$ cat src/design/sfr_pkg.sv
`default_nettype none

package sfr_pkg;

	localparam int MAX_LENGTH = 512;
	localparam int POS_W      = $clog2(MAX_LENGTH + 2);
	localparam int LIMIT_W    = 10;
	localparam int TICKS_W    = 24;
	localparam int CFG_IDX_W  = 2;
	localparam int CFG_DATA_W = 24;

	localparam logic [15:0] CRC_POLY = 16'h1021;

	localparam logic OP_BYTE = 1'b0;
	localparam logic OP_TICK = 1'b1;

	localparam logic KIND_DATA   = 1'b0;
	localparam logic KIND_STATUS = 1'b1;

	typedef enum logic [CFG_IDX_W-1:0] {
		REG_SYNC_WORD     = 2'd0,
		REG_END_WORD      = 2'd1,
		REG_LENGTH_LIMIT  = 2'd2,
		REG_TIMEOUT_TICKS = 2'd3
	} reg_index_t;

	typedef enum logic [2:0] {
		ST_OK        = 3'd0,
		ST_TIMEOUT   = 3'd1,
		ST_FOOTER    = 3'd2,
		ST_CRC       = 3'd3,
		ST_LENGTH    = 3'd4
	} status_t;

	typedef enum logic [2:0] {
		PH_HUNT = 3'b001,
		PH_LEN  = 3'b010,
		PH_BODY = 3'b100
	} phase_t;

	typedef struct packed {
		logic [15:0]        sync_word;
		logic [15:0]        end_word;
		logic [LIMIT_W-1:0] length_limit;
		logic [TICKS_W-1:0] timeout_ticks;
	} cfg_t;

	typedef struct packed {
		logic       op;
		logic [7:0] rx_byte;
	} in_t;

	typedef struct packed {
		logic        kind;
		logic [7:0]  frame_type;
		logic [7:0]  data_byte;
		status_t     status;
		logic [15:0] frame_length;
		logic [15:0] crc_received;
		logic        last;
	} out_t;

	function automatic logic [15:0] crc_feed(input logic [15:0] crc, input logic [7:0] b);
		logic [15:0] c;
		c = crc ^ {b, 8'h00};
		for (int i = 0; i < 8; i++) begin
			if (c[15]) begin
				c = {c[14:0], 1'b0} ^ CRC_POLY;
			end else begin
				c = {c[14:0], 1'b0};
			end
		end
		return c;
	endfunction

endpackage

`default_nettype wire

$ cat src/design/sfr_cfg.sv
`default_nettype none

module sfr_cfg
	import sfr_pkg::*;
(
	input  wire logic                  clk,
	input  wire logic                  arst_n,
	input  wire logic                  cfg_we,
	input  wire logic [CFG_IDX_W-1:0]  cfg_index,
	input  wire logic [CFG_DATA_W-1:0] cfg_wdata,
	output cfg_t                       cfg
);

	cfg_t cfg_q;

	always_ff @(posedge clk or negedge arst_n) begin
		if (!arst_n) begin
			cfg_q.sync_word     <= '0;
			cfg_q.end_word      <= '0;
			cfg_q.length_limit  <= LIMIT_W'(512);
			cfg_q.timeout_ticks <= TICKS_W'(100000);
		end else if (cfg_we) begin
			unique case (reg_index_t'(cfg_index))
				REG_SYNC_WORD:     cfg_q.sync_word     <= cfg_wdata[15:0];
				REG_END_WORD:      cfg_q.end_word      <= cfg_wdata[15:0];
				REG_LENGTH_LIMIT:  cfg_q.length_limit  <= cfg_wdata[LIMIT_W-1:0];
				REG_TIMEOUT_TICKS: cfg_q.timeout_ticks <= cfg_wdata[TICKS_W-1:0];
				default: ;
			endcase
		end
	end

	assign cfg = cfg_q;

endmodule

`default_nettype wire

$ cat src/design/sfr_engine.sv
`default_nettype none

module sfr_engine
	import sfr_pkg::*;
(
	input  wire logic clk,
	input  wire logic arst_n,
	input  wire cfg_t cfg,
	input  wire in_t  item,
	input  wire logic fire,
	output logic      has_res,
	output out_t      res
);

	phase_t             phase_q, phase_d;
	logic [7:0]         prev_q, prev_d;
	logic [POS_W-1:0]   pos_q, pos_d;
	logic [15:0]        len_q, len_d;
	logic [7:0]         type_q, type_d;
	logic [15:0]        crc_run_q, crc_run_d;
	logic [15:0]        crc_car_q, crc_car_d;
	logic [7:0]         end_hi_q, end_hi_d;
	logic [TICKS_W-1:0] ticks_q, ticks_d;

	logic [TICKS_W-1:0] ticks_inc;
	logic [15:0]        limit;
	logic [15:0]        pos16;
	logic [15:0]        len_new;
	logic [15:0]        crc_fed;
	logic               kind;
	logic [7:0]         data_out;
	status_t            status;
	logic [15:0]        crc_out;

	always_comb begin
		phase_d   = phase_q;
		prev_d    = prev_q;
		pos_d     = pos_q;
		len_d     = len_q;
		type_d    = type_q;
		crc_run_d = crc_run_q;
		crc_car_d = crc_car_q;
		end_hi_d  = end_hi_q;
		ticks_d   = ticks_q;
		has_res   = 1'b0;
		kind      = KIND_STATUS;
		data_out  = '0;
		status    = ST_OK;
		crc_out   = '0;

		ticks_inc = ticks_q + TICKS_W'(1);
		limit     = (16'(cfg.length_limit) > 16'(MAX_LENGTH)) ? 16'(MAX_LENGTH)
			: 16'(cfg.length_limit);
		pos16     = 16'(pos_q);
		len_new   = {len_q[15:8], item.rx_byte};
		crc_fed   = crc_feed(crc_run_q, item.rx_byte);

		if (item.op == OP_TICK) begin
			if (phase_q != PH_HUNT) begin
				ticks_d = ticks_inc;
				if (ticks_inc >= cfg.timeout_ticks || ticks_inc == '0) begin
					has_res = 1'b1;
					status  = ST_TIMEOUT;
					crc_out = (phase_q == PH_BODY && pos16 >= len_q) ? crc_car_q : '0;
					phase_d = PH_HUNT;
					pos_d   = '0;
					ticks_d = '0;
				end
			end
		end else begin
			unique case (phase_q)
				PH_HUNT: begin
					prev_d = item.rx_byte;
					if (pos_q != '0 && prev_q == cfg.sync_word[15:8]
						&& item.rx_byte == cfg.sync_word[7:0]) begin
						len_d     = '0;
						type_d    = '0;
						crc_run_d = '0;
						crc_car_d = '0;
						end_hi_d  = '0;
						phase_d   = PH_LEN;
						pos_d     = '0;
						ticks_d   = '0;
					end else begin
						pos_d = POS_W'(1);
					end
				end
				PH_LEN: begin
					crc_run_d = crc_fed;
					if (pos_q == '0) begin
						len_d = {item.rx_byte, 8'h00};
						pos_d = POS_W'(1);
					end else begin
						len_d   = len_new;
						pos_d   = '0;
						ticks_d = '0;
						if (len_new < 16'd3 || len_new > limit) begin
							has_res = 1'b1;
							status  = ST_LENGTH;
							phase_d = PH_HUNT;
						end else begin
							phase_d = PH_BODY;
						end
					end
				end
				PH_BODY: begin
					pos_d = pos_q + POS_W'(1);
					if (pos_q == '0) begin
						type_d    = item.rx_byte;
						crc_run_d = crc_fed;
					end else if (pos16 < len_q - 16'd2) begin
						crc_run_d = crc_fed;
						has_res   = 1'b1;
						kind      = KIND_DATA;
						data_out  = item.rx_byte;
					end else if (pos16 == len_q - 16'd2) begin
						crc_car_d = {item.rx_byte, 8'h00};
					end else if (pos16 == len_q - 16'd1) begin
						crc_car_d = {crc_car_q[15:8], item.rx_byte};
					end else if (pos16 == len_q) begin
						end_hi_d = item.rx_byte;
					end else begin
						has_res = 1'b1;
						crc_out = crc_car_q;
						if ({end_hi_q, item.rx_byte} != cfg.end_word) begin
							status = ST_FOOTER;
						end else if (crc_car_q != crc_run_q) begin
							status = ST_CRC;
						end else begin
							status = ST_OK;
						end
						phase_d = PH_HUNT;
						pos_d   = '0;
						ticks_d = '0;
					end
				end
				default: begin
					phase_d = PH_HUNT;
					pos_d   = '0;
					ticks_d = '0;
				end
			endcase
		end

		res.kind         = kind;
		res.frame_type   = type_d;
		res.data_byte    = data_out;
		res.status       = status;
		res.frame_length = len_d;
		res.crc_received = crc_out;
		res.last         = (kind == KIND_STATUS);
	end

	always_ff @(posedge clk or negedge arst_n) begin
		if (!arst_n) begin
			phase_q   <= PH_HUNT;
			prev_q    <= '0;
			pos_q     <= '0;
			len_q     <= '0;
			type_q    <= '0;
			crc_run_q <= '0;
			crc_car_q <= '0;
			end_hi_q  <= '0;
			ticks_q   <= '0;
		end else if (fire) begin
			phase_q   <= phase_d;
			prev_q    <= prev_d;
			pos_q     <= pos_d;
			len_q     <= len_d;
			type_q    <= type_d;
			crc_run_q <= crc_run_d;
			crc_car_q <= crc_car_d;
			end_hi_q  <= end_hi_d;
			ticks_q   <= ticks_d;
		end
	end

	as_hunt_no_ticks: assert property (@(posedge clk) disable iff (!arst_n)
		phase_q == PH_HUNT |-> ticks_q == '0)
		else $error("tick count running while hunting");

	as_body_length: assert property (@(posedge clk) disable iff (!arst_n)
		phase_q == PH_BODY |-> len_q >= 16'd3 && len_q <= 16'(MAX_LENGTH))
		else $error("body phase with out of range length");

	as_body_pos: assert property (@(posedge clk) disable iff (!arst_n)
		phase_q == PH_BODY |-> pos16 <= len_q + 16'd1)
		else $error("body position past end of frame");

endmodule

`default_nettype wire

$ cat src/design/serial_frame_receiver_crc16_top.sv
// channel  dir  handshake              payload
// cfg      in   cfg_we                 cfg_index, cfg_wdata
// in       in   in_valid / in_stall    in_data (op, rx_byte)
// out      out  out_valid / out_stall  out_data (kind .. last)
//
// one item per cycle while in_stall stays low
// items pass an input register, then the frame state update and crc step
// run combinationally into the output register
// arst_n clears the hunt state, counters and both valid flags at once
// in_stall rises only while the output register holds a result that is stalled
// and the item in the input register has a result of its own
`default_nettype none

module serial_frame_receiver_crc16_top
	import sfr_pkg::*;
(
	input  wire logic                  clk,
	input  wire logic                  arst_n,
	input  wire logic                  cfg_we,
	input  wire logic [CFG_IDX_W-1:0]  cfg_index,
	input  wire logic [CFG_DATA_W-1:0] cfg_wdata,
	input  wire logic                  in_valid,
	output logic                       in_stall,
	input  wire in_t                   in_data,
	output logic                       out_valid,
	input  wire logic                  out_stall,
	output out_t                       out_data
);

	cfg_t cfg;
	logic valid_s1;
	in_t  item_s1;
	logic has_res;
	out_t res;
	logic out_free;
	logic advance;
	logic out_valid_q;
	out_t out_data_q;

	sfr_cfg u_cfg (
		.clk       (clk),
		.arst_n    (arst_n),
		.cfg_we    (cfg_we),
		.cfg_index (cfg_index),
		.cfg_wdata (cfg_wdata),
		.cfg       (cfg)
	);

	sfr_engine u_engine (
		.clk     (clk),
		.arst_n  (arst_n),
		.cfg     (cfg),
		.item    (item_s1),
		.fire    (advance),
		.has_res (has_res),
		.res     (res)
	);

	assign out_free = !out_valid_q || !out_stall;
	assign advance  = valid_s1 && (!has_res || out_free);
	assign in_stall = valid_s1 && !advance;

	always_ff @(posedge clk or negedge arst_n) begin
		if (!arst_n) begin
			valid_s1 <= 1'b0;
		end else if (!in_stall) begin
			valid_s1 <= in_valid;
		end
	end

	always_ff @(posedge clk) begin
		if (!in_stall && in_valid) begin
			item_s1 <= in_data;
		end
	end

	always_ff @(posedge clk or negedge arst_n) begin
		if (!arst_n) begin
			out_valid_q <= 1'b0;
		end else if (out_free) begin
			out_valid_q <= advance && has_res;
		end
	end

	always_ff @(posedge clk) begin
		if (out_free && advance && has_res) begin
			out_data_q <= res;
		end
	end

	assign out_valid = out_valid_q;
	assign out_data  = out_data_q;

	as_stall_needs_item: assert property (@(posedge clk) disable iff (!arst_n)
		in_stall |-> valid_s1 && out_valid_q && out_stall)
		else $error("input stalled without a blocked result");

	as_data_not_last: assert property (@(posedge clk) disable iff (!arst_n)
		out_valid && out_data.kind == KIND_DATA |-> !out_data.last && out_data.status == ST_OK)
		else $error("data result flagged as frame end");

	as_result_kept: assert property (@(posedge clk) disable iff (!arst_n)
		out_valid && out_stall |=> out_valid)
		else $error("stalled result dropped");

endmodule

`default_nettype wire
$ cat config.mk
export PLATFORM = sky130hd
export DESIGN_NAME = serial_frame_receiver_crc16_top
export DESIGN_NICKNAME = d
export VERILOG_FILES = /design/src/design/sfr_pkg.sv /design/src/design/sfr_cfg.sv /design/src/design/sfr_engine.sv /design/src/design/serial_frame_receiver_crc16_top.sv
export SDC_FILE = /design/constraint.sdc
export NUM_CORES = 1
export LEC_CHECK = 0
export BUFFER_PORTS_ARGS = -buffer_cell sky130_fd_sc_hd__buf_4
export CAP_MARGIN = 5
export CORE_ASPECT_RATIO = 1.4
export CORE_MARGIN = 2
export CORE_UTILIZATION = 55
export CTS_CLUSTER_DIAMETER = 120
export DETAILED_ROUTE_END_ITERATION = 12
export HOLD_SLACK_MARGIN = 0.02
export PLACE_DENSITY = 0.81
export SKIP_CTS_REPAIR_TIMING = 1
export SYNTH_ARGS = -nofsm -noshare
export SYNTH_HDL_FRONTEND = slang
export SYNTH_SLANG_ARGS = --single-unit
export TNS_END_PERCENT = 1
$ cat constraint.sdc
create_clock -name clk -period 7.8 [get_ports clk]
set_input_delay 0.78 -clock clk [delete_from_list [all_inputs] [get_ports clk]]
set_output_delay 0.78 -clock clk [all_outputs]
set_load 0.01 [all_outputs]
==> results.txt, run 1 <==
The final core area utilization came out at 0.6356. The routability congestion estimate is between 0.9 and 1. The sum of negative setup slack is 0 ps. The number of CTS-inserted buffers is 23. The required time at the worst-slack endpoint is 7020 ps.

The die is 134.5 µm wide. TritonCTS built the clock tree. Data on the critical path arrives at its endpoint at 4810 ps. The terminus of the critical flop-to-flop path is u_engine.crc_run_q[3]. The part of the Yosys area used for sequential elements is 0.4783. The average instance in the mapped netlist occupies 10.94 µm². Broken down by cell family, the worst path's largest delay share belongs to simple AND/OR/NAND/NOR gates. The depth of the CTS H-tree came out at 1. The peak clock frequency supported by timing is 178.8 MHz.

The clock latency of the later-clocked register in the worst-skew pair came out at 540 ps. The worst-case IR drop observed on VDD is 0.2101 mV. The initial antenna violation count came out at 0. The die span in y came out at 186.7 µm. The number of cells on the worst reg-to-reg path came out at 16.

The leakage dissipation is between 6 and 7 nW. The number of maximum-capacitance constraint violations is 0. The worst-case headroom to the max-slew limit came out at 0.1210. The count of final max-slew check failures came out at 0. In the synthesized netlist the dominant register cell turns out to be dfrtp_1.

The detail route stage leaves a number of antenna-violating nets equal to 0. Leaving out filler cells and counting taps, the final layout contains about 1,600. After the last flow step, the layout net total stands at 1,365.

The slew of the pin with the lowest slew margin is 1313 ps. The number of library cell types mapped by synthesis came out at 74. The slowest stage cell on the critical path is a2111oi_0. The overall power after layout is 4.240 mW. The hold violation count in the final report was 0.

OpenSTA, run right after detailed placement, puts the worst setup slack at around 2400 ps. The wire-length estimate of the detail-placed layout is 22,720 µm. The count of placed standard cells including taps came out at around 1,500. The flip-flop and latch count after synthesis came out at ~240. The first global-routing pass estimated 50,560 µm of wire. By instance count, the cell type seen most on the critical path is ha_1.

between 90 and 100 I/O pins were placed. The worst setup path is launched from a register. Entering global routing, the biggest net connects 68 pins. The post-route DRC violation count is 0. The area inside the core boundary came out at between 20,000 and 25,000 µm². In this run the number of cells on the critical path is 15.

For the final database, setup skew stands at 14.56 ps. Yosys mapped a number of flops with a built-in enable equal to 61. The clock slew seen by the registers of the worst setup and hold paths came out at 60 ps. CTS placed an instance of clkbuf_16 at the clock tree root. The area of the die came out at roughly 25,000 µm². The number of DRC violations after detailed-routing iteration 0 is 606. The number of antenna cells inserted is 0.

The maximum fanout along the worst path came out at 7. The cell area after synthesis is 13,110 µm². The number of cell rows came out at 66. The buffering stage count on the worst path with inverters included is 2.

For this configuration, the core starts out at a cell density of 0.5610. Counting every sink on the clock net gives 238. The wire length reported by the detailed router is about 31,000 µm. Across every metal layer, demand over resource in global routing totals 0.2529. The critical path goes through inv_1, ha_1, nor2b_1, nand2_1, xnor2_1, ha_1, nand3_1, or2_2, a31oi_1, a2111oi_0, nor2_1, o22a_1, o211a_4, nor3_1, buf_4. The run finished with clean final reports. The number of warnings reported in the yosys synthesis log is 0. The number of vias per cell is around 6. For the finished layout, the period the worst path requires is 5593 ps.

The count of final setup violators came out at 0. The reg-to-reg critical path startpoint is u_engine.ticks_q[4]. The class of the tightest hold or removal check is primary input to async pin. The filler cells instantiated in the layout total 1,834. The largest incremental delay on the critical path is 730 ps.

The number of instances in the synthesized netlist came out at 1,198. The setup slack of the critical path after layout came out at 2207 ps. The vias after detailed routing is 9,531.

The number of detailed-routing iterations run before antenna repair is 5. The fraction of registers with async set/reset is 0.7437. The number of nets produced by synthesis came out at ~1,300. From synthesis to final layout, the design area changed by 13.29%. The via count of the first global-routing pass came out at 9,655. The overall overflow remaining after global route came out at 0. The average wire per standard cell came out at 19.68 µm. STA classifies the critical path endpoint as an output pin.

The share of final-layout standard cells stronger than drive strength 1 is 0.2106. The share of the cycle needed by the critical path after routing is 0.7171. The number of port buffers came out at 94. The worst register-to-register path has a setup slack of 2370 ps. The critical path is of the register to output pin type. Setup repair after global routing left no endpoint under its margin.

The maximum count of clock buffers along a single path came out at 3. The power density over cell area is 285.4 nW/µm².
-- layout by cell type (no fill, tap or decap), types with 4 or more instances in the layout --
cell type,count
a211o_1,4
a211oi_1,6
a21o_1,10
a21oi_1,33
a22o_1,47
a31oi_1,6
and2_1,29
and3_1,14
and4_1,9
buf_4,104
bufinv_16,5
clkbuf_16,23
dfrtp_1,169
dfstp_2,8
edfxtp_1,61
ha_1,60
inv_1,44
mux2_1,11
mux2_2,95
nand2_1,76
nand2b_1,12
nand3_1,47
nand3b_1,5
nand4_1,27
nand4b_1,4
nor2_1,64
nor2b_1,12
nor3_1,18
nor4_1,13
o21a_1,10
o21ai_0,47
o31ai_1,14
or2_2,6
or3_1,9
xnor2_1,77
xor2_1,36
-- flip-flops by register name, indices dropped and copies added, names as in the netlist, 9 cells and up --
| signal | cells |
|---|---|
| u_engine.ticks_q | 24 |
| out_data | 52 |
| u_engine.crc_run_q | 16 |
| item_s1 | 9 |
| u_engine.len_q | 16 |
| u_engine.crc_car_q | 16 |
| u_engine.pos_q | 10 |
| u_cfg.cfg | 66 |
-- cells in the mapped netlist (11+ instances only) --
library cell    n  area share
o31ai_1        14      0.0080
mux2_1         11      0.0094
nor2_1         65       0.019
clkbuf_1       37       0.011
nand4_1        27       0.013
xnor2_1        77       0.051
nand2b_1       12      0.0057
mux2_2         95       0.082
buf_1          11      0.0031
nand3_1        47       0.018
and3_1         14      0.0067
xor2_1         36       0.024
and2_1         29       0.014
inv_1          44       0.013
ha_1           60       0.057
o21ai_0        47       0.018
nor3_1         18      0.0069
nand2_1        76       0.022
a21oi_1        33       0.013
a22o_1         47       0.031
nor2b_1        12      0.0057
dfrtp_1       169        0.32
edfxtp_1       61        0.14
nor4_1         13      0.0062
-- stage by stage --
stage / cell area [µm²] / hold slack (ps)
6_report: 14850 / 182.8
3_5_place_dp: 14030 / 494.6
5_1_grt: 14850 / 246.0
2_1_floorplan: 13110 / 468.9
4_1_cts: 14850 / 222.1
3_3_place_gp: 14030 / 489.0
-- metal layers --
metal	vias to the layer above	part of all wire	global-route usage
met5	-	0	0
met2	332	0.51	0.4482
li1	4484	-	-
met1	4623	0.39	0.3026
met4	0	0.047	0.1142
met3	92	0.052	0.03559
-- final cells by class --
| cell class | instances | area (µm²) | share of cell area |
|---|---|---|---|
| Inverter | 44 | 165.2 | 0.01112 |
| Clock inverter | 16 | 234.0 | 0.01575 |
| Clock buffer | 26 | 586.8 | 0.03951 |
| Sequential cell | 238 | 6271 | 0.4222 |
| Tap cell | 306 | 382.9 | 0.02578 |
| Multi-Input combinational cell | 853 | 6421 | 0.4323 |
| Timing Repair Buffer | 105 | 792.0 | 0.05332 |
-- report_power, final --
part           switching (mW)  leakage (nW)  internal [mW]
Clock                   0.495         0.395          0.716
Combinational           0.717          3.21          0.581
Sequential              0.229          2.86           1.50
Total                    1.44          6.46           2.80
-- kinds of logic after synthesis --
kind of cell    synth area share
buf+inv                  0.03312
compound gates            0.1166
fa+ha+maj                0.05726
xor+xnor                 0.07549
mux                      0.09181
flops                     0.4783
simple gates              0.1474
-- worst max path at each step --
stage	startpoint	slack, ps	end
final	u_engine.len_q[2]	2210	in_stall
after detailed placement	u_engine.ticks_q[4]	2440	u_engine.crc_run_q[5]
after global routing	u_engine.len_q[2]	1880	in_stall
after CTS	u_engine.len_q[2]	2180	in_stall
after floorplan	u_engine.ticks_q[0]	1820	out_data[10]
after global placement	u_engine.ticks_q[4]	2520	u_engine.crc_run_q[3]
-- worst reg2reg max path: cells and delay by family, from the launching register on --
kind | cells | cell delay, ps
DFF | 1 | 520
AOI/OAI and AO/OA | 9 | 2500
muxes | 1 | 430
buffers and inverters | 1 | 290
xor gates and xnor gates | 1 | 360
and+or+nand+nor | 3 | 870
adders and majority gates | 1 | 320
(Power assumes the default switching activity.)
==> run 2: changes to the inputs <==
Clock period 7.8 ns to 5.4 ns, I/O delays scaled along.
==> run 2 against run 1 <==
Non-clock buffer count grew 7. Worst hold slack lost 150 ps. Register-to-register slack lost 1900 ps. Clock power grew 42%. Via count grew 1.9%. Count of clock-buffer cells in the layout grew 2. Flip-flop and latch count is the same. Power grew 45%. Wire length grew 4.4%. Largest power group unchanged. Final cell count grew 0.44%. Largest cell class unchanged. Critical path type unchanged.
==> results.txt, run 2 (synthesized netlist as in run 1, its figures left out) <==
The maximum count of clock buffers along a single path came out at 3 (unchanged). The endpoint identified for the worst register-to-register timing path is u_engine.ticks_q[21]. From synthesis to final layout, the design area changed by 13.68%. The wire length reported by the detailed router is 32,640 µm (+4.4%). The worst-case headroom to the max-slew limit was 0.2488 (+0.1278). The combined area of the multi-input logic cells was 6422 µm² (about the same). The setup skew after layout came out at 20.37 ps (+5.814 ps). The area inside the core boundary came to 23,370 µm² (unchanged).

The worst setup path is captured at an output pin. The depth of the CTS H-tree came to 1 (unchanged). The overall overflow remaining after global route came out at 0 (unchanged).

The sum of negative setup slack came out at 0 ps (unchanged). The area of placed instances is 14,100 µm² (+0.46%). The number of cell rows came out at 66 (unchanged). The average wire per standard cell came to 20.46 µm (+4.0%). The pin count of the biggest net entering global routing came to 86 (+26%). The width of the chip is 134.5 µm (unchanged). Counting stages on the worst path, the most repeated cell is ha_1.

The count of final max-slew check failures is 0 (unchanged). The post-route non-filler standard cell count came out at 1,595 (+0.44%). The maximum fanout along the worst path came out at 7 (unchanged). The worst-case setup slack after placement is 557.9 ps (-1880 ps). The count of final setup violators came out at 0 (unchanged).

The via count of the first global-routing pass came out at 9,645 (-0.10%). The number of DRC violations after detailed-routing iteration 0 came out at 720 (+19%). The clock latency of the later-clocked register in the worst-skew pair is 550 ps (about the same). The worst path needs 4936 ps of the cycle, external delays included.

The initial antenna violation count came to 0 (unchanged). The global-route wire length before repair is 52,840 µm (+4.5%). The setup slack on the worst flop-to-flop path came to 510 ps (-1860 ps). The number of flip-flops in the largest register is 66 (unchanged). On the critical path the largest part of the delay comes from simple AND/OR/NAND/NOR gates. For this design, the slowest cell found on the critical path is a2111oi_1. The TritonCTS sink count came out at 238 (unchanged). The filler cell count came to 1,855 (+1.1%). The routability congestion estimate is 0.8864 (-6.0%). The number of antenna cells inserted is 0 (unchanged). The number of detailed-routing iterations run before antenna repair is 5 (unchanged). The number of CTS-inserted buffers came out at 23 (unchanged). The run finished with clean final reports. The clock slew seen by the registers of the worst setup and hold paths came out at 70 ps (about the same). The number of port buffers came out at 94 (unchanged). The peak clock frequency supported by timing came out at 202.6 MHz. The setup slack of the critical path after layout is 463.7 ps (-1743 ps).

The share of final-layout standard cells stronger than drive strength 1 is 0.2172 (+0.006614). The buffering stage count on the worst path with inverters included came out at 2 (unchanged). The worst setup path is of the register to output pin kind.

The total area of sequential cells came out at 6271 µm² (unchanged). The hold violation count in the final report came out at 0 (unchanged). The largest incremental delay on the critical path is 570 ps (-160 ps). The number of maximum-capacitance constraint violations came out at 0 (unchanged). In this run the critical register-to-register path is launched from u_engine.len_q[2].

The worst setup path is launched from a register. The required time at the worst-slack endpoint came out at 4860 ps (-2160 ps). The post-route DRC violation count is 0 (unchanged). The post-route cell area is 14,900 µm² (+0.34%). The global routing usage summed across all routing layers is 0.2661 (+0.01315). The count of placed standard cells including taps is 1,553 (+0.45%).

The CTS tree is done. The tightest min-delay check is of the primary input to async pin type. The number of I/O pins came out at 95 (unchanged).

The initial core utilization came out at 0.5610 (unchanged). The power density over cell area is 411.9 nW/µm² (+44%). The leakage dissipation came out at 6.483 nW (+0.33%).

The die span in y is 186.7 µm (unchanged). The post-layout net count came to 1,372 (+0.51%). Setup repair after global routing left no endpoint under its margin. The tree is rooted in a clkbuf_16. The number of antenna-violating nets in the routed design is 0 (unchanged). The arrival time reported for the critical path endpoint was 4400 ps (-410 ps). The number of cells on the worst reg-to-reg path came out at 17 (+1). The library cell used most frequently in the layout, excluding fill and tap cells, is dfrtp_1. In the layout the commonest cells are dfrtp_1, buf_4, mux2_2. The vias after detailed routing was 9,710 (+1.9%). The final HPWL from detailed placement is 23,360 µm (+2.8%). The number of vias per cell is 6.088 (+1.4%). The area of the die is 25,110 µm² (unchanged). The signal on the critical path passes through inv_1, ha_1, nor2b_1, nand3_1, xnor2_1, ha_1, nand2_1, or2_2, a31oi_1, a2111oi_1, nor2_1, o22a_1, o211a_4, nor3_1, buf_4. The worst hold slack across all endpoints came out at 37.09 ps (-145.7 ps).

The share of the cycle needed by the critical path after routing is 0.9141. The number of stages on the worst setup path is 15 (unchanged). The maximum resistive drop on vdd came out at 0.2628 mV (+25%). The slew of the pin with the lowest slew margin is 1124 ps (-189.2 ps).
==> run 2: metrics by stage <==
step	total power, mW	util
3_5_place_dp	4.430	0.6032
4_1_cts	6.157	0.6376
5_1_grt	6.480	0.6377
2_1_floorplan	3.876	-
6_report	6.138	0.6377
3_3_place_gp	4.367	0.6032
==> run 2: how the worst max path moves through the flow <==
stage	start	end	slack (ps)
2_1_floorplan	u_engine.ticks_q[0]	out_data[10]	280
3_3_place_gp	u_engine.len_q[2]	u_engine.ticks_q[21]	550
3_5_place_dp	u_engine.len_q[2]	u_engine.ticks_q[21]	560
4_1_cts	u_engine.len_q[2]	in_stall	350
5_1_grt	u_engine.len_q[2]	in_stall	70
6_report	u_engine.len_q[2]	in_stall	460
==> run 2: routing by layer <==
layer / track usage / share of wire
met5: 0 / 0
met2: 0.4580 / 0.51
met4: 0.1101 / 0.043
met1: 0.3360 / 0.40
met3: 0.03613 / 0.051
==> run 2: layout make-up <==
type	instances	share of cell area
Sequential cell	238	0.4208
Clock inverter	14	0.01209
Tap cell	306	0.02569
Multi-Input combinational cell	853	0.4309
Inverter	44	0.01108
Timing Repair Buffer	112	0.05751
Clock buffer	28	0.04189
==> run 2: worst reg2reg max path: stages, from the launching register on <==
cell	delay (ps)
dfrtp_1	460
inv_1	180
ha_1	280
nor2b_1	380
nand3_1	160
xnor2_1	170
ha_1	300
nand2_1	70
or2_2	310
a31oi_1	220
a2111oi_1	120
nor3_1	330
nand4_1	370
a211oi_1	660
o21ai_2	160
buf_4	300
o21ai_0	210
o41ai_1	100
==> run 2: power by group <==
| group | total (mW) | internal, mW | switching (mW) |
|---|---|---|---|
| Combinational | 1.91 | 0.851 | 1.06 |
| Clock | 1.72 | 0.985 | 0.734 |
| Sequential | 2.51 | 2.17 | 0.341 |
